[src/pixel_splat_accumulator_unit_macros.svh]
// Assertion macros shared by the block's checking code
`ifndef PIXEL_SPLAT_ACCUMULATOR_UNIT_MACROS_SVH
`define PIXEL_SPLAT_ACCUMULATOR_UNIT_MACROS_SVH

// Same-cycle implication, checked outside reset
`define PSA_ASSERT_NOW(label, clk, rst_n, ante, cons) \
    label: assert property (@(posedge clk) disable iff (!rst_n) (ante) |-> (cons)) \
        else $error("pixel splat accumulator check failed");

// Next-cycle implication, checked outside reset
`define PSA_ASSERT_NEXT(label, clk, rst_n, ante, cons) \
    label: assert property (@(posedge clk) disable iff (!rst_n) (ante) |=> (cons)) \
        else $error("pixel splat accumulator check failed");

`endif

[src/psa_pkg.sv]
`timescale 1ns / 1ps
package psa_pkg;

    localparam int MAX_WIDTH     = 256;
    localparam int MAX_HEIGHT    = 256;
    localparam int FRACTION_BITS = 24;
    localparam int STORE_DEPTH   = MAX_WIDTH * MAX_HEIGHT;
    localparam int ADDR_W        = $clog2(STORE_DEPTH);
    localparam int DIM_W         = 9;
    localparam int VAL_W         = 64;
    localparam int CNT_W         = 32;

    // Operation codes
    localparam logic [1:0] OP_SPLAT = 2'd0;
    localparam logic [1:0] OP_READ  = 2'd1;
    localparam logic [1:0] OP_CLEAR = 2'd2;

    // Combine rules
    localparam logic [1:0] MODE_ADD = 2'd0;
    localparam logic [1:0] MODE_MIN = 2'd1;
    localparam logic [1:0] MODE_MAX = 2'd2;

    // Register indexes
    localparam logic [1:0] REG_MODE   = 2'd0;
    localparam logic [1:0] REG_AVG    = 2'd1;
    localparam logic [1:0] REG_WIDTH  = 2'd2;
    localparam logic [1:0] REG_HEIGHT = 2'd3;

    // Command kinds passed from front to back
    localparam logic [1:0] CMD_SPLAT = 2'd0;
    localparam logic [1:0] CMD_READ  = 2'd1;
    localparam logic [1:0] CMD_CLEAR = 2'd2;
    localparam logic [1:0] CMD_OOR   = 2'd3;

    typedef struct packed {
        logic [1:0]  operation;
        logic [7:0]  pixel_x;
        logic [7:0]  pixel_y;
        logic [63:0] sample_value;
    } t_in;

    typedef struct packed {
        logic [63:0] pixel_value;
        logic        out_of_range;
    } t_out;

    typedef struct packed {
        logic [1:0]        combine_mode;
        logic              averaging;
        logic [DIM_W-1:0]  image_width;
        logic [DIM_W-1:0]  image_height;
    } t_cfg;

    typedef struct packed {
        logic [1:0]        kind;
        logic [ADDR_W-1:0] addr;
        logic [VAL_W-1:0]  value;
    } t_cmd;

    typedef struct packed {
        logic init_busy;
        logic clear_busy;
    } t_back_status;

endpackage

[src/psa_front.sv]
`timescale 1ns / 1ps
module psa_front (
    input  psa_pkg::t_in          i_item,
    input  logic                  i_item_valid,
    input  psa_pkg::t_cfg         i_cfg,
    input  psa_pkg::t_back_status i_status,
    input  logic                  i_q_full,
    output logic                  o_item_stall,
    output logic                  o_push,
    output psa_pkg::t_cmd         o_cmd
);
    import psa_pkg::*;

    logic [DIM_W-1:0]    w_clamp;
    logic [DIM_W-1:0]    h_clamp;
    logic                oor;
    logic [ADDR_W+1:0]   addr_full;

    // Clamp the image size to the store
    assign w_clamp = (i_cfg.image_width > DIM_W'(MAX_WIDTH)) ? DIM_W'(MAX_WIDTH)
                                                             : i_cfg.image_width;
    assign h_clamp = (i_cfg.image_height > DIM_W'(MAX_HEIGHT)) ? DIM_W'(MAX_HEIGHT)
                                                               : i_cfg.image_height;

    assign oor = ({1'b0, i_item.pixel_x} >= w_clamp) || ({1'b0, i_item.pixel_y} >= h_clamp);

    // Row-major address
    assign addr_full = (ADDR_W+2)'(i_item.pixel_y) * (ADDR_W+2)'(w_clamp)
                     + (ADDR_W+2)'(i_item.pixel_x);

    // Hold the input during the start-up sweep or while the queue is full
    assign o_item_stall = i_q_full || i_status.init_busy;

    // Classify; drop unknown operations
    always_comb begin
        o_cmd.addr  = addr_full[ADDR_W-1:0];
        o_cmd.value = i_item.sample_value;
        o_cmd.kind  = CMD_SPLAT;
        o_push      = i_item_valid && !o_item_stall;
        case (i_item.operation)
            OP_SPLAT: o_cmd.kind = oor ? CMD_OOR : CMD_SPLAT;
            OP_READ:  o_cmd.kind = oor ? CMD_OOR : CMD_READ;
            OP_CLEAR: o_cmd.kind = CMD_CLEAR;
            default:  o_push = 1'b0;
        endcase
    end

endmodule

[config.mk]
export PLATFORM = sky130hd
export DESIGN_NAME = psa_front
export DESIGN_NICKNAME = d
export VERILOG_FILES = /design/src/pixel_splat_accumulator_unit_macros.svh /design/src/psa_pkg.sv /design/src/psa_front.sv
export SDC_FILE = /design/constraint.sdc
export NUM_CORES = 1
export LEC_CHECK = 0
export ABC_AREA = 1
export BUFFER_PORTS_ARGS = -buffer_cell sky130_fd_sc_hd__buf_4
export CORE_MARGIN = 3
export CORE_UTILIZATION = 35
export DETAILED_ROUTE_END_ITERATION = 12
export PLACE_DENSITY = 0.75
export SYNTH_ARGS = -nofsm -noshare
export SYNTH_HDL_FRONTEND = slang
export SYNTH_SLANG_ARGS = --single-unit
export TNS_END_PERCENT = 30
[constraint.sdc]
create_clock -name vclk -period 7.95
set_clock_uncertainty 0.1 [all_clocks]
set_input_delay 1.1925 -clock vclk [all_inputs]
set_output_delay 1.1925 -clock vclk [all_outputs]
set_load 0.03 [all_outputs]
# Word-level counts from Yosys, hierarchy flattened
# Cells that the tools add are included.
[op_classes] addsub=1 n_mul=1 div=0 magnitude_cmp=4 n_eq_ne=2 shift=0 mux=6 bitwise_logic=0 reduce_logical=6
[op_table] cell="8-bit by 9-bit greater-or-equal comparator with 1-bit output" count=2
[op_table] cell="9-bit > comparator, second input constant" count=2
[op_table] cell="9-bit two-way mux" count=2
[op_table] cell="16-bit by 8-bit adder with 16-bit output" count=1
[op_table] cell="8-bit by 9-bit multiplier with 16-bit output" count=1
[op_table] cell="2-bit one-hot mux with 3 select lines" count=1
[op_table] cell="2-bit two-way mux" count=2
[op_table] cell="3-bit OR reduction" count=1
[op_table] cell="2-bit by 1-bit equality test with 1-bit output, second input constant" count=1
[op_table] cell="2-bit equality test, second input constant" count=1
[op_table] cell="2-bit logical NOT" count=1
[op_table] cell="1-bit logical OR" count=2
[op_table] cell="1-bit logical AND" count=1
[op_table] cell="1-bit logical NOT" count=1
[op_table] cell="1-bit two-way mux" count=1
[word_totals] regBits=0 latch_bits=0 mem_bits_rw=0 mem_bits_ro=0 input_bits=107 out_inout_bits=84 elab_cells=20 memories=0

# Longest topological paths before layout
[logic_depth] depth_word=6 depth_mapped=21 ltp_nobuf=20

# Least setup slack after synthesis
# Ideal clock, no wire load.
[synth_path] path_type="input to output" startpoint="input port i_cfg[17] (netlist name)" endpoint="output port o_cmd[73] (netlist name)" arrival_time_ns=5.089 required_ns=6.658 setup_slack_ns=1.569 path_stages=17 path_cell_list="buf_6 > inv_4 > nand2_1 > inv_1 > nand2_1 > fa_1 > fa_1 > inv_1 > fa_1 > inv_1 > fa_1 > inv_1 > ha_1 > nand2_1 > o21ai_1 > a21oi_1 > xnor2_1"
[synth_rtl] element="from (decl)" line="psa_front.sv:5" text="input psa_pkg::t_cfg i_cfg,"
[synth_rtl] element="to (decl)" line="psa_front.sv:10" text="output psa_pkg::t_cmd o_cmd"

==> out/results.tsv <==
stage	metric	value	unit
outcome	status	complete, no violations	
synth	Cells after Synth	522	
sta	Rel. slew slack	0.777	
sta	crit share post-route	0.852	
pwr	Leak	2.29	nW
sta	Peak Freq	0.148	GHz
place	Buffers on Ports	59	
pwr	Max IR drop VDD	0.0839	mV
final_layout	nets	724	
sta	Setup violations, final	0	
global_routing	first-pass GRT wire length	13.2	mm
pwr	Comb pwr share	1.000	
synth	largest family of logic cells by synthesized area	adder cells	
pwr	Clk pwr share	0	
worst_setup_path	CP Capture Type	primary output	
place	routability cong.	0.883	
die	I/O pins	191	
detailed_routing	1st-iter DRT viols	159	
worst_hold_path	HP Class	in -> out	
pwr	Switch Pwr	0.375	mW
final_layout	most frequent cells in the layout	inv_1 (124), nand2_1 (112), nor2_1 (59), buf_4 (59), ha_1 (52)	
pwr	switching share of total power	0.627	
synth	mux cell area share after synthesis	0	
global_routing	All-Layer GR Usage	0.135	
detailed_routing	wire per inst	12.3	um
synth	adder-cell area share of the yosys netlist	0.453	
worst_setup_path	Crit path arrival time	5.48	ns
synth	compound-gate portion of the synthesized area	0.0309	
synth	Mapped Area	3600	sq um
worst_setup_path	critical path fanouts, max	10	
die	die area	11500	sq um
die	site row count	36	
clock_tree	Post-CTS Resized	0	
final_layout	ant diodes	0	
global_routing	global route total overflow	0	
synth	Seq/Total Area, Yosys	0	
place	dpl ws	1.21	ns
worst_setup_path	CP max stage delay	0.55	ns
final_layout	commonest non-fill, non-tap cell in the layout	inv_1	
synth	Synth Area in XOR/XNOR	0.0243	
final_layout	footprint of the multi-input gates	2630	sq um
sta	Final WS setup	1.17	ns
synth	top cells by area, synth	fa_1 (27%), ha_1 (18%), buf_4 (13%), inv_1 (13%), nand2_1 (12%)	
worst_setup_path	Setup CP Type	in -> out	
worst_setup_path	worst path required time	6.66	ns
synth	Synth area leader	fa_1	
detailed_routing	routed vias	2978	
synth	Yosys warning count	0	
job	max cap viols	0	
sta	endpoints failing hold	0	
pwr	Reg power frac	0	
die	DIE WIDTH	107	um
global_routing	initial antenna violation count	0	
die	chip height	107	um
synth	post-synthesis simple-gate area fraction	0.221	
final_layout	Fill cells	1050	
die	Initial Util	0.364	
worst_setup_path	worst-path cell chain	buf_4, inv_4, nand2_1, inv_1, nand2_1, fa_1, fa_1, inv_1, fa_1, inv_1, fa_1, inv_1, ha_1, a21oi_1, o21ai_1, a21oi_1, xnor2_1, buf_4	
global_routing	vias in the first global route	2916	
synth	syn avg cell area	6.90	sq um
worst_setup_path	slowest CP cell	fa_1	
final_layout	CLK BUF	0	
sta	RSZ-0062 raised after global routing	false	
pwr	pwr dens	161	nW/um^2
sta	Fin Setup TNS	0	ns
synth	area share of the largest cell type after synthesis	0.272	
sta	worst-margin pin slew	0.334	ns
detailed_routing	Post-Route WL	7.99	mm
detailed_routing	Pre-Repair DR Iteration Count	4	
clock_tree	cts hold-fix bufs	0	
global_routing	largest net degree at the start of global routing	11	
final_layout	Area growth syn-to-layout	3.06	%
final_layout	Seq. cell area	0	sq um
final_layout	layout cells sized above 1	0.134	
clock_tree	Post-CTS Setup Bufs	0	
pwr	P_int	0.223	mW
detailed_routing	DRC viols	0	
synth	post-synthesis net count	730	
detailed_routing	post-route ant nets	0	
detailed_routing	via-per-instance ratio	4.60	
synth	Synth cell types	26	
sta	fin. max-slew vios	0	
worst_setup_path	crit path launch type	input pin	
final_layout	final sequential cell count	0	
die	Core Area	9910	sq um
place	hpwl dp	7.07	mm
sta	Final Critical Period	6.78	ns
## path summary, 6_finish.rpt
check / cells past startpoint / slack, ns / from / endpoint
worst max-delay path: 18 / 1.17 / i_cfg[17] / o_cmd[74]
worst min-delay path: 0 / 2.29 / i_item[0] / o_cmd[0]
## metal layers
layer | part of all wire | GRT usage | vias up
met4 | 0.029 | 0.0406 | 0
li1 | - | - | 1460
met5 | 0 | 0 | -
met3 | 0.072 | 0.0102 | 30
met1 | 0.39 | 0.178 | 1382
met2 | 0.51 | 0.236 | 106
## power groups by stage
stage / sequential (mW) / combinational [mW] / clock (mW)
after CTS: 0 / 0.610 / 0
after global routing: 0 / 0.668 / 0
after floorplan: 0 / 0.483 / 0
final: 0 / 0.598 / 0
after global placement: 0 / 0.600 / 0
after detailed placement: 0 / 0.606 / 0
## area by class of cell
cell class	instances	share of cell area
Multi-Input combinational cell	329	0.708
Tap cell	133	0.0448
Timing Repair Buffer	59	0.119
Inverter	126	0.128
## logic make-up after synthesis
logic type,Yosys count
AND/OR/NAND/NOR,198
buffers and inverters,193
adder cells (fa/ha/maj),101
AO/OA/AOI/OAI,20
XOR/XNOR,10
## per-stage QoR
step	utilization	power [mW]	hold WS [ns]	cells	cell area, sq um
CTS	0.375	0.610	2.29	647	3710
global placement	0.375	0.600	2.29	647	3710
floorplan	-	0.483	2.42	522	3600
detailed placement	0.375	0.606	2.29	647	3710
finish	0.375	0.598	2.29	647	3710
global route	0.375	0.668	2.29	647	3710
## critical path: cells and delay by family
family | cells | cell delay [ns]
buffers and inverters | 7 | 0.81
XOR/XNOR | 1 | 0.13
adder cells (fa/ha/maj) | 5 | 2.47
AO/OA/AOI/OAI | 3 | 0.56
AND/OR/NAND/NOR | 2 | 0.30
## cells in the mapped netlist (all sizes together)
master	number
xnor2	5
nand3	15
xor2	5
buf	65
nand2	115
clkbuf	2
a41o	1
o21ai	5
or2	2
and2	1
nand4	2
a21oi	13
nor2	60
inv	126
and3	3
o21bai	1
ha	52
fa	49
No activity file was read; power rests on OpenSTA's default activity.
