File: src/pixel_splat_accumulator_unit_macros.svh
// Assertion macros shared by the block's checking code
`ifndef PIXEL_SPLAT_ACCUMULATOR_UNIT_MACROS_SVH
`define PIXEL_SPLAT_ACCUMULATOR_UNIT_MACROS_SVH

// Same-cycle implication, checked outside reset
`define PSA_ASSERT_NOW(label, clk, rst_n, ante, cons) \
    label: assert property (@(posedge clk) disable iff (!rst_n) (ante) |-> (cons)) \
        else $error("pixel splat accumulator check failed");

// Next-cycle implication, checked outside reset
`define PSA_ASSERT_NEXT(label, clk, rst_n, ante, cons) \
    label: assert property (@(posedge clk) disable iff (!rst_n) (ante) |=> (cons)) \
        else $error("pixel splat accumulator check failed");

`endif

File: src/psa_pkg.sv
`timescale 1ns / 1ps
package psa_pkg;

    localparam int MAX_WIDTH     = 256;
    localparam int MAX_HEIGHT    = 256;
    localparam int FRACTION_BITS = 24;
    localparam int STORE_DEPTH   = MAX_WIDTH * MAX_HEIGHT;
    localparam int ADDR_W        = $clog2(STORE_DEPTH);
    localparam int DIM_W         = 9;
    localparam int VAL_W         = 64;
    localparam int CNT_W         = 32;

    // Operation codes
    localparam logic [1:0] OP_SPLAT = 2'd0;
    localparam logic [1:0] OP_READ  = 2'd1;
    localparam logic [1:0] OP_CLEAR = 2'd2;

    // Combine rules
    localparam logic [1:0] MODE_ADD = 2'd0;
    localparam logic [1:0] MODE_MIN = 2'd1;
    localparam logic [1:0] MODE_MAX = 2'd2;

    // Register indexes
    localparam logic [1:0] REG_MODE   = 2'd0;
    localparam logic [1:0] REG_AVG    = 2'd1;
    localparam logic [1:0] REG_WIDTH  = 2'd2;
    localparam logic [1:0] REG_HEIGHT = 2'd3;

    // Command kinds passed from front to back
    localparam logic [1:0] CMD_SPLAT = 2'd0;
    localparam logic [1:0] CMD_READ  = 2'd1;
    localparam logic [1:0] CMD_CLEAR = 2'd2;
    localparam logic [1:0] CMD_OOR   = 2'd3;

    typedef struct packed {
        logic [1:0]  operation;
        logic [7:0]  pixel_x;
        logic [7:0]  pixel_y;
        logic [63:0] sample_value;
    } t_in;

    typedef struct packed {
        logic [63:0] pixel_value;
        logic        out_of_range;
    } t_out;

    typedef struct packed {
        logic [1:0]        combine_mode;
        logic              averaging;
        logic [DIM_W-1:0]  image_width;
        logic [DIM_W-1:0]  image_height;
    } t_cfg;

    typedef struct packed {
        logic [1:0]        kind;
        logic [ADDR_W-1:0] addr;
        logic [VAL_W-1:0]  value;
    } t_cmd;

    typedef struct packed {
        logic init_busy;
        logic clear_busy;
    } t_back_status;

endpackage

File: src/psa_queue.sv
`timescale 1ns / 1ps
module psa_queue (
    input  logic          i_clk,
    input  logic          i_rst_n,
    input  logic          i_push,
    input  psa_pkg::t_cmd i_cmd,
    input  logic          i_pop,
    output psa_pkg::t_cmd o_cmd,
    output logic          o_empty,
    output logic          o_full
);
    import psa_pkg::*;

    t_cmd       r_slot [2];
    logic       r_wr;
    logic       r_rd;
    logic [1:0] r_fill;

    assign o_cmd   = r_slot[r_rd];
    assign o_empty = (r_fill == 2'd0);
    assign o_full  = (r_fill == 2'd2);

    // Store pushed commands
    always_ff @(posedge i_clk) begin
        if (i_push) begin
            r_slot[r_wr] <= i_cmd;
        end
    end

    // Advance pointers and fill level
    always_ff @(posedge i_clk) begin
        if (!i_rst_n) begin
            r_wr   <= 1'b0;
            r_rd   <= 1'b0;
            r_fill <= 2'd0;
        end else begin
            if (i_push) begin
                r_wr <= ~r_wr;
            end
            if (i_pop) begin
                r_rd <= ~r_rd;
            end
            r_fill <= r_fill + 2'(i_push) - 2'(i_pop);
        end
    end

endmodule

File: config.mk
export PLATFORM = sky130hd
export DESIGN_NAME = psa_queue
export DESIGN_NICKNAME = d
export VERILOG_FILES = /design/src/pixel_splat_accumulator_unit_macros.svh /design/src/psa_pkg.sv /design/src/psa_queue.sv
export SDC_FILE = /design/constraint.sdc
export NUM_CORES = 1
export LEC_CHECK = 0
export BUFFER_PORTS_ARGS = -buffer_cell sky130_fd_sc_hd__buf_2
export CAP_MARGIN = 20
export CORE_MARGIN = 8
export CORE_UTILIZATION = 55
export CTS_CLUSTER_SIZE = 16
export DETAILED_ROUTE_END_ITERATION = 7
export GPL_TIMING_DRIVEN = 0
export PLACE_DENSITY = 0.85
export SETUP_SLACK_MARGIN = 0.05
export SYNTH_ARGS = -nofsm -noshare
export SYNTH_HDL_FRONTEND = slang
export SYNTH_SLANG_ARGS = --single-unit
File: constraint.sdc
create_clock -name i_clk -period 13.47 [get_ports i_clk]
set_input_delay 2.0205 -clock i_clk [delete_from_list [all_inputs] [get_ports i_clk]]
set_output_delay 2.0205 -clock i_clk [all_outputs]
set_load 0.05 [all_outputs]
== Word level (Yosys, flattened, before mapping) ==
Memory sizes are Yosys's and may differ from the RTL's. A register that Yosys moved wholly into a read port is not among the register bits.
Cells that the tools add are included.
Word-level totals
  flip-flop bits (word level): 4
  bits in latches: 0
  bits in writable memories: 164
  ROM bits: 0
  bits of input ports: 86
  output and inout bits: 84
  logic and storage cells: 14
  memories kept: 1
Cells by class
  $add $sub $neg: 2
  multiply operators: 0
  div/mod/pow operators: 0
  order comparisons: 0
  equality and inequality tests: 1
  shifts and indexed selects: 0
  muxes and demuxes: 4
  bitwise logic cells: 2
  reduce and logical (&&, ||, !) cells: 1
Memories
  r_slot: words 2, width 82, read ports 1, clocked after Yosys merged registers in 1, wr ports 1, line psa_queue.sv:14  | t_cmd r_slot [2];
Operator list (count)
  1-bit two-way mux: 4
  2-bit by 1-bit adder with 2-bit output: 1
  2-bit equality test (second input constant): 1
  2-bit zero test: 1
  1-bit inverter: 2
  2-bit by 1-bit subtractor with 2-bit output: 1

== Longest topological paths before layout ==
Gate-level depths: netlist of the first run.
  word-level depth: 3
  depth in mapped cells: 6
  depth with buffers taken out: 6

== Worst setup path after synthesis of the first run ==
No wires, ideal clock.
  kind: input -> register
  from: input i_push
  to: memory r_slot[0][0] in the netlist's numbering, enable pin
  setup time: 533 ps
  data arrival time: 5635 ps
  data required time: 12937 ps
  slack: 7302 ps
  stages: 1
  path buffers: 0
  cell sequence: nor2b_1
Between the ends
  word-level cells in the longest chain between the ends: 2
RTL lines
  start, declared: line psa_queue.sv:5  | input logic i_push,
  1-bit two-way mux: line psa_queue.sv:25  | if (i_push) begin
  1-bit two-way mux (implied by the code): line psa_queue.sv:26  | r_slot[r_wr] <= i_cmd;
  end, declared: line psa_queue.sv:14
No other way between the ends.

==> results of run 1 <==
==> area by class of cell <==
class	instances	area (sq um)	area share [%]
diodes	1	2.50	0.0306
plain buffers	9	171	2.09
flip-flops and latches	169	5020	61.4
inverters	2	7.51	0.0917
repair buffers	172	906	11.1
multi-input cells	96	1350	16.5
clock buffers	18	429	5.24
clock inverters	12	110	1.34
well taps	147	184	2.25
==> power groups by stage <==
stage	clock (uW)	combinational [uW]	sequential, uW
after floorplan	0	183	627
after global placement	0	230	629
after detailed placement	0	236	627
after CTS	455	237	617
after global routing	473	245	618
final	445	234	616
==> per-layer routing <==
| layer | GRT usage (%) | share of wire [%] | vias up |
|---|---|---|---|
| met3 | 6.84 | 7.4 | 18 |
| met5 | 0 | 0 | - |
| met4 | 7.52 | 2.0 | 0 |
| li1 | - | - | 1474 |
| met1 | 15.5 | 37 | 1549 |
| met2 | 26.8 | 53 | 107 |
==> worst max-delay path by stage <==
| stage | cells past startpoint | start | endpoint | slack [ps] |
|---|---|---|---|---|
| 2_1_floorplan | 1 | i_push | r_slot[0][0]$_DFFE_PP_ | 7300 |
| 3_3_place_gp | 2 | i_push | r_slot[0][67]$_DFFE_PP_ | 5300 |
| 3_5_place_dp | 3 | i_push | r_slot[0][69]$_DFFE_PP_ | 9950 |
| 4_1_cts | 4 | flop | o_cmd[6] | 9740 |
| 5_1_grt | 4 | flop | o_cmd[7] | 9710 |
| 6_report | 4 | flop | o_cmd[7] | 9780 |
==> kinds of logic after synthesis <==
kind of cell | Yosys count
AO/OA/AOI/OAI | 1
flip-flops | 169
buffers and inverters | 11
XOR/XNOR | 2
multiplexers | 82
adder cells (fa/ha/maj) | 2
AND/OR/NAND/NOR | 9
==> worst max-delay path: cells and delay by family (launching register included) <==
| kind | cells | cell delay, ps |
|---|---|---|
| buffers and inverters | 3 | 620 |
| DFF | 1 | 320 |
| muxes | 1 | 310 |
==> stage by stage <==
| step | worst slack, ps | util [%] | area, sq um |
|---|---|---|---|
| 4_1_cts | 9740 | 69.3 | 8180 |
| 6_report | 9780 | 69.3 | 8190 |
| 5_1_grt | 9710 | 69.3 | 8190 |
| 3_3_place_gp | 5300 | 64.1 | 7570 |
| 3_5_place_dp | 9950 | 64.7 | 7640 |
| 2_1_floorplan | 7300 | - | 6550 |
==> layout by cell type, fill, tap and decap left out, types with 2 or more instances in the layout <==
| cell type | synthesis | final |
|---|---|---|
| mux2_2 | 2 | 2 |
| clkinv_2 | 0 | 3 |
| dfxtp_1 | 5 | 5 |
| ha_1 | 2 | 2 |
| clkbuf_16 | 0 | 17 |
| inv_1 | 2 | 2 |
| clkinv_1 | 0 | 5 |
| mux2_4 | 80 | 80 |
| buf_12 | 8 | 11 |
| nor2b_1 | 4 | 3 |
| and2_1 | 4 | 3 |
| bufinv_16 | 0 | 2 |
| buf_2 | 0 | 169 |
| edfxtp_1 | 164 | 164 |
==> state kept, by name, indices dropped and copies added (netlist names), named ones only <==
name,flops
r_slot,164
r_fill,2
r_rd,1
r_wr,1
==> flow_metrics.tcl, run 1 <==
set metrics [dict create \
    status "complete, no violations" \
    yosys_warnings 0 \
    r2r_slack_ps 11820 \
    cp_slowest_cell "dfxtp_1" \
    stdcell_count 626 \
    synthMuxAreaShare_pct 18.7 \
    synthSimpleGateAreaFrac_pct 0.822 \
    grt_pass1_vias 3482 \
    crit_path_end_kind "output port" \
    hold_viol 0 \
    ios 170 \
    drt-vias-per-instance 5.03 \
    numCtsBuffers 17 \
    cts_resized 0 \
    initial_core_util_pct 55.4 \
    max_stage_delay_ps 320 \
    placement.io_buffers 169 \
    synth-edff-count 164 \
    syn_area_sq_um 6550 \
    areaGrowthSynthToFinish_pct 25.1 \
    root_buffer "clkbuf_16" \
    power_frac_seq_pct 47.6 \
    dieHeight_um 125 \
    relSlewSlack_pct 42.4 \
    finalCritPeriodShare_pct 27.4 \
    grt_start_max_net_pins 43 \
    grt_pass1_wl_um 18400 \
    syn-num-nets 364 \
    dr.pass1.iters 4 \
    hold_buffers 0 \
    grt_setup_unrepaired "no" \
    cts_sinks 169 \
    fin_crit_ps 3690 \
    hold_path_class "reg2reg" \
    timing.rr.end "r_slot[0][74]$_DFFE_PP_" \
    tritoncts "yes" \
    hpwl_um 8540 \
    wl_um 11900 \
    yosysMostFrequentCell "edfxtp_1" \
    placed_cells 595 \
    swShare_pct 26.1 \
    drc 0 \
    avgSynthCellArea_sq_um 23.7 \
    synth-main-ff-cell "edfxtp_1" \
    combPwrFrac_pct 18.1 \
    postCtsSetupRepairBufs 0 \
    core_area_sq_um 11800 \
    drv_cap 0 \
    p_leak_uw 0.00329 \
    ys_top_cells_by_area "edfxtp_1 75%, mux2_4 18%, buf_12 2.4%, dfxtp_1 1.5%, and2_1 0.38%" \
    tightest_slew_ps 862 \
    overflow 0 \
    peakVddDrop_v 0.000117 \
    holdWs_ps 608 \
    synthCells 276 \
    ys_top_cells_by_count "164 x edfxtp_1, 80 x mux2_4, 8 x buf_12" \
    path_class "reg2out" \
    gp_congestion 0.708 \
    cts.clk_slew.worst_paths_ps 60 \
    power.switching_uw 338 \
    drive_above_1_share_pct 60.5 \
    synth_adder_area_share_pct 0.382 \
    min_to "r_rd$_SDFFE_PN0P_" \
    holdCritStartpoint "r_rd$_SDFFE_PN0P_" \
    setup_tns_ps 0 \
    clock_path_buffers 2 \
    power.internal_uw 957 \
    crit_chain "buf_6 -> buf_12 -> mux2_4 -> buf_2" \
    critPathMaxFanout 10 \
    synthArstFlopShare_pct 0 \
    fp.dieArea_sq_um 15600 \
    fmax_mhz 271 \
    vias 3148 \
    synth_compound_area_share_pct 0.115 \
    synth_top_area_share_pct 75.2 \
    cp.arrival_ps 1670 \
    slew_violations 0 \
    worstSetupStartpointType "flop" \
    yosysTopAreaCell "edfxtp_1" \
    htreeDepth 4 \
    ys_types 14 \
    power.density_nw_per_um2 158 \
    whs_path_depth 2 \
    required_ps 11450 \
    die_w_um 125 \
    yosysSeqAreaShare_pct 76.8 \
    r2r_cells 2 \
    antenna_left 0 \
    antenna_found_initial 1 \
    fp-row-count 40 \
    p_total_uw 1300 \
    r2r-start "r_wr$_SDFFE_PN0P_" \
    wire_per_inst_um 19.0 \
    synth_top_family_by_area "multiplexers" \
    fin_nets 555 \
    fillers 767 \
    drt_iter0_markers 202 \
    clk_latency_ps 420 \
    track_usage_pct 15.4 \
    setup_viol 0 \
    synthXorXnorAreaFrac_pct 0.478 \
    skew_ps 4.44 \
    clkPwrFrac_pct 34.4 \
    ys_seq_elements 169 \
]
No activity file was read; power rests on OpenSTA's default activity.
==> inputs of run 2 (changes only) <==
--- a/config.mk
+++ b/config.mk
@@ -5,14 +5,15 @@
 export SDC_FILE = /design/constraint.sdc
 export NUM_CORES = 1
 export LEC_CHECK = 0
+export ABC_AREA = 1
 export BUFFER_PORTS_ARGS = -buffer_cell sky130_fd_sc_hd__buf_2
 export CAP_MARGIN = 20
 export CORE_MARGIN = 8
-export CORE_UTILIZATION = 55
+export CORE_UTILIZATION = 52
 export CTS_CLUSTER_SIZE = 16
 export DETAILED_ROUTE_END_ITERATION = 7
 export GPL_TIMING_DRIVEN = 0
-export PLACE_DENSITY = 0.85
+export PLACE_DENSITY = 0.81
 export SETUP_SLACK_MARGIN = 0.05
 export SYNTH_ARGS = -nofsm -noshare
 export SYNTH_HDL_FRONTEND = slang
==> constraint.sdc (replaced) <==
create_clock -name i_clk -period 3.8 [get_ports i_clk]
set_input_delay 0.57 -clock i_clk [delete_from_list [all_inputs] [get_ports i_clk]]
set_output_delay 0.57 -clock i_clk [all_outputs]
set_load 0.05 [all_outputs]
==> run 2 against run 1 <==
Effect of this change: utilization decreased by 2.5 points; global-route usage decreased by 1.0 points; register-to-register slack got worse by 9600 ps; sequential share of layout area decreased by 1.0 points; first-iteration DRC count decreased by 17%; worst hold slack got worse by 270 ps; clock-buffer cell count increased by 5; via count increased by 1.4%; critical path type unchanged; critical endpoint is now o_cmd[16].
==> flow_metrics.tcl, run 2 <==
set metrics [dict create \
    dp_slack_ps 1830 \
    relSlewSlack_pct 51.6 \
    grt_setup_unrepaired "no" \
    tritoncts "yes" \
    status "complete, no violations" \
    swShare_pct 23.8 \
    fin_ws_ps 1550 \
    synthArstFlopShare_pct 0 \
    yosysSeqAreaShare_pct 76.8 \
    hold_path_class "in2reg" \
    grt_pass1_vias 3449 \
    numCtsBuffers 17 \
    ios 170 \
    drive_above_1_share_pct 59.6 \
    die_w_um 128 \
    drt-vias-per-instance 4.81 \
    largest_reg_flops 164 \
    peakVddDrop_v 0.000396 \
    fp.dieArea_sq_um 16400 \
    areaGrowthSynthToFinish_pct 27.2 \
    syn_area_sq_um 6550 \
    wire_per_inst_um 17.3 \
    power.switching_uw 1130 \
    synthCells 288 \
    fp-row-count 41 \
    setup_viol 0 \
    cp.arrival_ps 1680 \
    multi_input_area_sq_um 1330 \
    whs_path_depth 1 \
    skew_ps 7.16 \
    p_leak_uw 0.00337 \
    vias 3191 \
    placed_cells 632 \
    track_usage_pct 14.4 \
    cts_resized 0 \
    yosysTopAreaCell "edfxtp_1" \
    dr.pass1.iters 4 \
    r2r_cells 3 \
    yosys_warnings 0 \
    crit_chain "buf_6 -> buf_12 -> mux2_4 -> buf_2" \
    seq_area_sq_um 5020 \
    ys_top_cells_by_count "164 x edfxtp_1, 80 x mux2_4, 9 x nor2_1" \
    synth-main-ff-cell "edfxtp_1" \
    crit_path_end_kind "output port" \
    hold_buffers 0 \
    antenna_left 0 \
    fillers 824 \
    avgSynthCellArea_sq_um 22.7 \
    cp_slowest_cell "dfxtp_1" \
    power_frac_seq_pct 46.1 \
    reg_top3 "r_slot (164), r_fill (2)" \
    gp_congestion 0.680 \
    grt_start_max_net_pins 47 \
    hpwl_um 8210 \
    combPwrFrac_pct 15.3 \
    syn-num-nets 376 \
    core_area_sq_um 12500 \
    placement.io_buffers 169 \
    wl_um 11500 \
    clk_latency_ps 410 \
    htreeDepth 4 \
    fin_crit_ps 2250 \
    cts.clk_slew.worst_paths_ps 60 \
    ys_types 12 \
    drt_iter0_markers 168 \
    fin_nets 567 \
    ys_seq_elements 169 \
    grt_pass1_wl_um 17600 \
    clkPwrFrac_pct 38.6 \
    root_buffer "clkbuf_16" \
    ys_top_cells_by_area "edfxtp_1 75%, mux2_4 18%, buf_12 2.4%, dfxtp_1 1.5%, nor2_1 0.52%" \
    yosysMostFrequentCell "edfxtp_1" \
    path_class "reg2out" \
    initial_core_util_pct 52.5 \
    overflow 0 \
    power.internal_uw 3600 \
    required_ps 3230 \
    antenna_found_initial 0 \
    critPathMaxFanout 10 \
    fin_util_pct 66.8 \
    slew_violations 0 \
    finalCritPeriodShare_pct 59.1 \
    tightest_slew_ps 725 \
    drc 0 \
    synth_top_area_share_pct 75.2 \
    largest_register "r_slot" \
    postCtsSetupRepairBufs 0 \
    max_stage_delay_ps 320 \
    antenna_cells 0 \
    clock_path_buffers 2 \
    dieHeight_um 128 \
    fmax_mhz 445 \
    hold_viol 0 \
    synth-edff-count 164 \
    stdcell_count 664 \
    worstSetupStartpointType "flop" \
    final_cell_mix "169 x buf_2, 164 x edfxtp_1, 80 x mux2_4" \
    final_common_cell "buf_2" \
    drv_cap 0 \
    power.density_nw_per_um2 569 \
    cts_sinks 169 \
]
-- run 2: final cells by class --
cell class | count | area share, %
plain buffers | 9 | 2.06
clock buffers | 23 | 5.62
clock inverters | 9 | 2.07
inverters | 7 | 0.346
multi-input cells | 103 | 16.0
flip-flops and latches | 169 | 60.4
well taps | 172 | 2.59
repair buffers | 172 | 11.0
-- run 2: cell families (layout without fill, tap and decap cells) --
group	after synthesis	in the layout	synth area share, %
AO/OA/AOI/OAI	1	1	0.0764
flip-flops	169	169	76.8
buffers and inverters	16	220	3.02
AND/OR/NAND/NOR	18	18	1.05
adder cells (fa/ha/maj)	2	2	0.382
multiplexers	82	82	18.7
-- run 2: path summary, 6_finish.rpt --
path                startpoint                      end  slack, ps
max reg2reg  r_wr$_SDFFE_PN0P_  r_slot[1][23]$_DFFE_PP_       2240
min reg2reg  r_rd$_SDFFE_PN0P_                     flop        510
max                       flop                o_cmd[16]       1550
min                  i_cmd[48]  r_slot[0][48]$_DFFE_PP_        340
-- run 2: routing by layer --
metal	part of all wire, %	global-route usage [%]	vias to the layer above
met5	0	0	-
met4	1.7	6.64	0
met3	8.6	6.16	14
met2	52	24.3	113
met1	38	15.4	1552
li1	-	-	1512
-- run 2: metrics by stage --
step	hold WS, ps	setup TNS, ps	total power [uW]	area (sq um)
3_3_place_gp	477	-42250	2930	7610
5_1_grt	323	0	4890	8320
2_1_floorplan	463	0	2780	6550
6_report	340	0	4730	8320
4_1_cts	320	0	4790	8320
3_5_place_dp	491	0	2960	7680
-- run 2: power groups by stage --
| stage | clock network, uW | logic, uW | registers (uW) |
|---|---|---|---|
| 3_5_place_dp | 0 | 731 | 2220 |
| 2_1_floorplan | 0 | 556 | 2220 |
| 6_report | 1830 | 722 | 2180 |
| 4_1_cts | 1870 | 733 | 2190 |
| 3_3_place_gp | 0 | 708 | 2230 |
| 5_1_grt | 1940 | 762 | 2190 |
-- run 2: worst max-delay path, delay by kind of cell (launching register included) --
kind,cells,cell delay (ps)
buf+inv,3,630
flops,1,320
mux,1,310
==> inputs of run 3 (changes only) <==
--- a/config.mk
+++ b/config.mk
@@ -5,7 +5,7 @@
 export SDC_FILE = /design/constraint.sdc
 export NUM_CORES = 1
 export LEC_CHECK = 0
-export ABC_AREA = 1
+export ABC_AREA = 0
 export BUFFER_PORTS_ARGS = -buffer_cell sky130_fd_sc_hd__buf_2
 export CAP_MARGIN = 20
 export CORE_MARGIN = 8
==> constraint.sdc (replaced) <==
create_clock -name i_clk -period 2.3 [get_ports i_clk]
set_input_delay 0.345 -clock i_clk [delete_from_list [all_inputs] [get_ports i_clk]]
set_output_delay 0.345 -clock i_clk [all_outputs]
set_load 0.05 [all_outputs]
==> run 3 against run 2 <==
Effect of this change: first-iteration DRC count fell by 4.8%; clock-buffer cell count rose by 2; global-route usage rose by 0.32 points; clock skew fell by 2.5 ps; combinational power rose by 91%; total power rose by 65%; largest cell class unchanged; largest power group unchanged.
==> flow_metrics.tcl, run 3 (same netlist as run 1, synthesis figures left out) <==
set metrics [dict create \
    cts_sinks 169 \
    final_common_cell "buf_2" \
    r2r_slack_ps 430 \
    ios 170 \
    path_buf_inv 3 \
    drv_cap 0 \
    dr.pass1.iters 4 \
    vias 3144 \
    dieHeight_um 128 \
    tritoncts "yes" \
    worst-path-stages 4 \
    final_cell_mix "169 x buf_2, 164 x edfxtp_1, 80 x mux2_4" \
    min_to "r_slot[0][23]$_DFFE_PP_" \
    placed_cells 620 \
    p_leak_uw 0.00332 \
    p_total_uw 7790 \
    critPathMaxFanout 10 \
    critPathTopFamily "buffers and inverters" \
    timing.rr.end "r_slot[0][61]$_DFFE_PP_" \
    power.internal_uw 5790 \
    fp.dieArea_sq_um 16400 \
    slew_violations 0 \
    stdcell_count 654 \
    hpwl_um 8520 \
    grt_setup_unrepaired "no" \
    whs_path_depth 1 \
    place_area_sq_um 7680 \
    final_area_sq_um 8280 \
    drive_above_1_share_pct 61.3 \
    tightest_slew_ps 873 \
    path_class "reg2out" \
    cts_resized 0 \
    clk_latency_ps 420 \
    die_w_um 128 \
    wl_um 11900 \
    cp_slowest_cell "dfxtp_1" \
    drt-vias-per-instance 4.81 \
    initial_core_util_pct 52.5 \
    fin_nets 555 \
    drc 0 \
    fin_crit_ps 2030 \
    dp_slack_ps 207 \
    placement.io_buffers 169 \
    clkPwrFrac_pct 36.1 \
    hold_path_class "in2reg" \
    fmax_mhz 492 \
    setup_viol 0 \
    fp-row-count 41 \
    fin_ws_ps 269 \
    r2r_cells 3 \
    core_area_sq_um 12500 \
    status "complete, no violations" \
    largest_register "r_slot" \
    required_ps 1960 \
    grt_start_max_net_pins 43 \
    seq_area_sq_um 5020 \
    grt_pass1_vias 3510 \
    cts.clk_slew.worst_paths_ps 60 \
    postCtsSetupRepairBufs 0 \
    max_stage_delay_ps 320 \
    power_frac_seq_pct 46.3 \
    swShare_pct 25.7 \
    antenna_left 0 \
    power.switching_uw 2010 \
    drt_iter0_markers 160 \
    hold_buffers 0 \
    overflow 0 \
    r2r-start "r_wr$_SDFFE_PN0P_" \
    cp.arrival_ps 1690 \
    relSlewSlack_pct 41.7 \
    areaGrowthSynthToFinish_pct 26.5 \
    numCtsBuffers 17 \
    wire_per_inst_um 18.2 \
    worstSetupStartpointType "flop" \
    combPwrFrac_pct 17.7 \
    fillers 872 \
    antenna_found_initial 2 \
    root_buffer "clkbuf_16" \
    skew_ps 4.63 \
    hold_viol 0 \
    crit_path_end_kind "output port" \
    crit_chain "buf_6 -> buf_12 -> mux2_4 -> buf_2" \
    htreeDepth 4 \
    fin_util_pct 66.4 \
    reg_top3 "r_slot (164), r_fill (2)" \
    holdCritStartpoint "i_cmd[23]" \
    gp_congestion 0.701 \
    clock_path_buffers 2 \
    grt_pass1_wl_um 17700 \
    largest_reg_flops 164 \
    power.density_nw_per_um2 942 \
    multi_input_area_sq_um 1350 \
    finalCritPeriodShare_pct 88.3 \
    track_usage_pct 14.7 \
    peakVddDrop_v 0.000619 \
]
-- run 3: power by group through the flow --
stage | Combinational [uW] | Clock (uW) | Sequential, uW
after floorplan | 1080 | 0 | 3660
after detailed placement | 1390 | 0 | 3670
after global routing | 1440 | 2980 | 3620
after global placement | 1350 | 0 | 3670
after CTS | 1390 | 2850 | 3610
final | 1380 | 2810 | 3610
-- run 3: worst max-delay path by stage --
stage | to | start
CTS | o_cmd[52] | flop
finish | o_cmd[54] | flop
detailed placement | r_slot[0][22]$_DFFE_PP_ | i_push
floorplan | r_slot[0][0]$_DFFE_PP_ | i_push
global route | o_cmd[54] | flop
global placement | r_slot[0][65]$_DFFE_PP_ | i_push
-- run 3: per-layer routing --
metal | global-route usage [%] | vias up | share of wire [%]
met5 | 0 | - | 0
met4 | 8.25 | 0 | 1.9
met3 | 6.32 | 15 | 8.5
met2 | 25.1 | 121 | 52
met1 | 14.9 | 1534 | 38
li1 | - | 1474 | -
-- run 3: worst reg2reg max path, delay by kind of cell (launching register included) --
kind / cells / cell delay, ps
AND/OR/NAND/NOR: 1 / 700
flip-flops: 1 / 340
buffers and inverters: 2 / 510
-- run 3: cell type report --
cell class                      instances  share of cell area [%]
Sequential cell                       169                    60.7
Multi-Input combinational cell         96                    16.3
Timing Repair Buffer                  172                    10.9
Clock buffer                           25                    6.11
Tap cell                              172                    2.60
Buffer                                  9                    2.07
Clock inverter                          7                    1.09
Inverter                                2                  0.0907
Antenna cell                            2                  0.0605
-- run 3: metrics by stage --
step                      hold WS, ps  setup TNS [ps]
final                             113               0
after global routing             95.4               0
after CTS                        95.5               0
after detailed placement          536               0
after global placement            533          -50450
after floorplan                   444               0
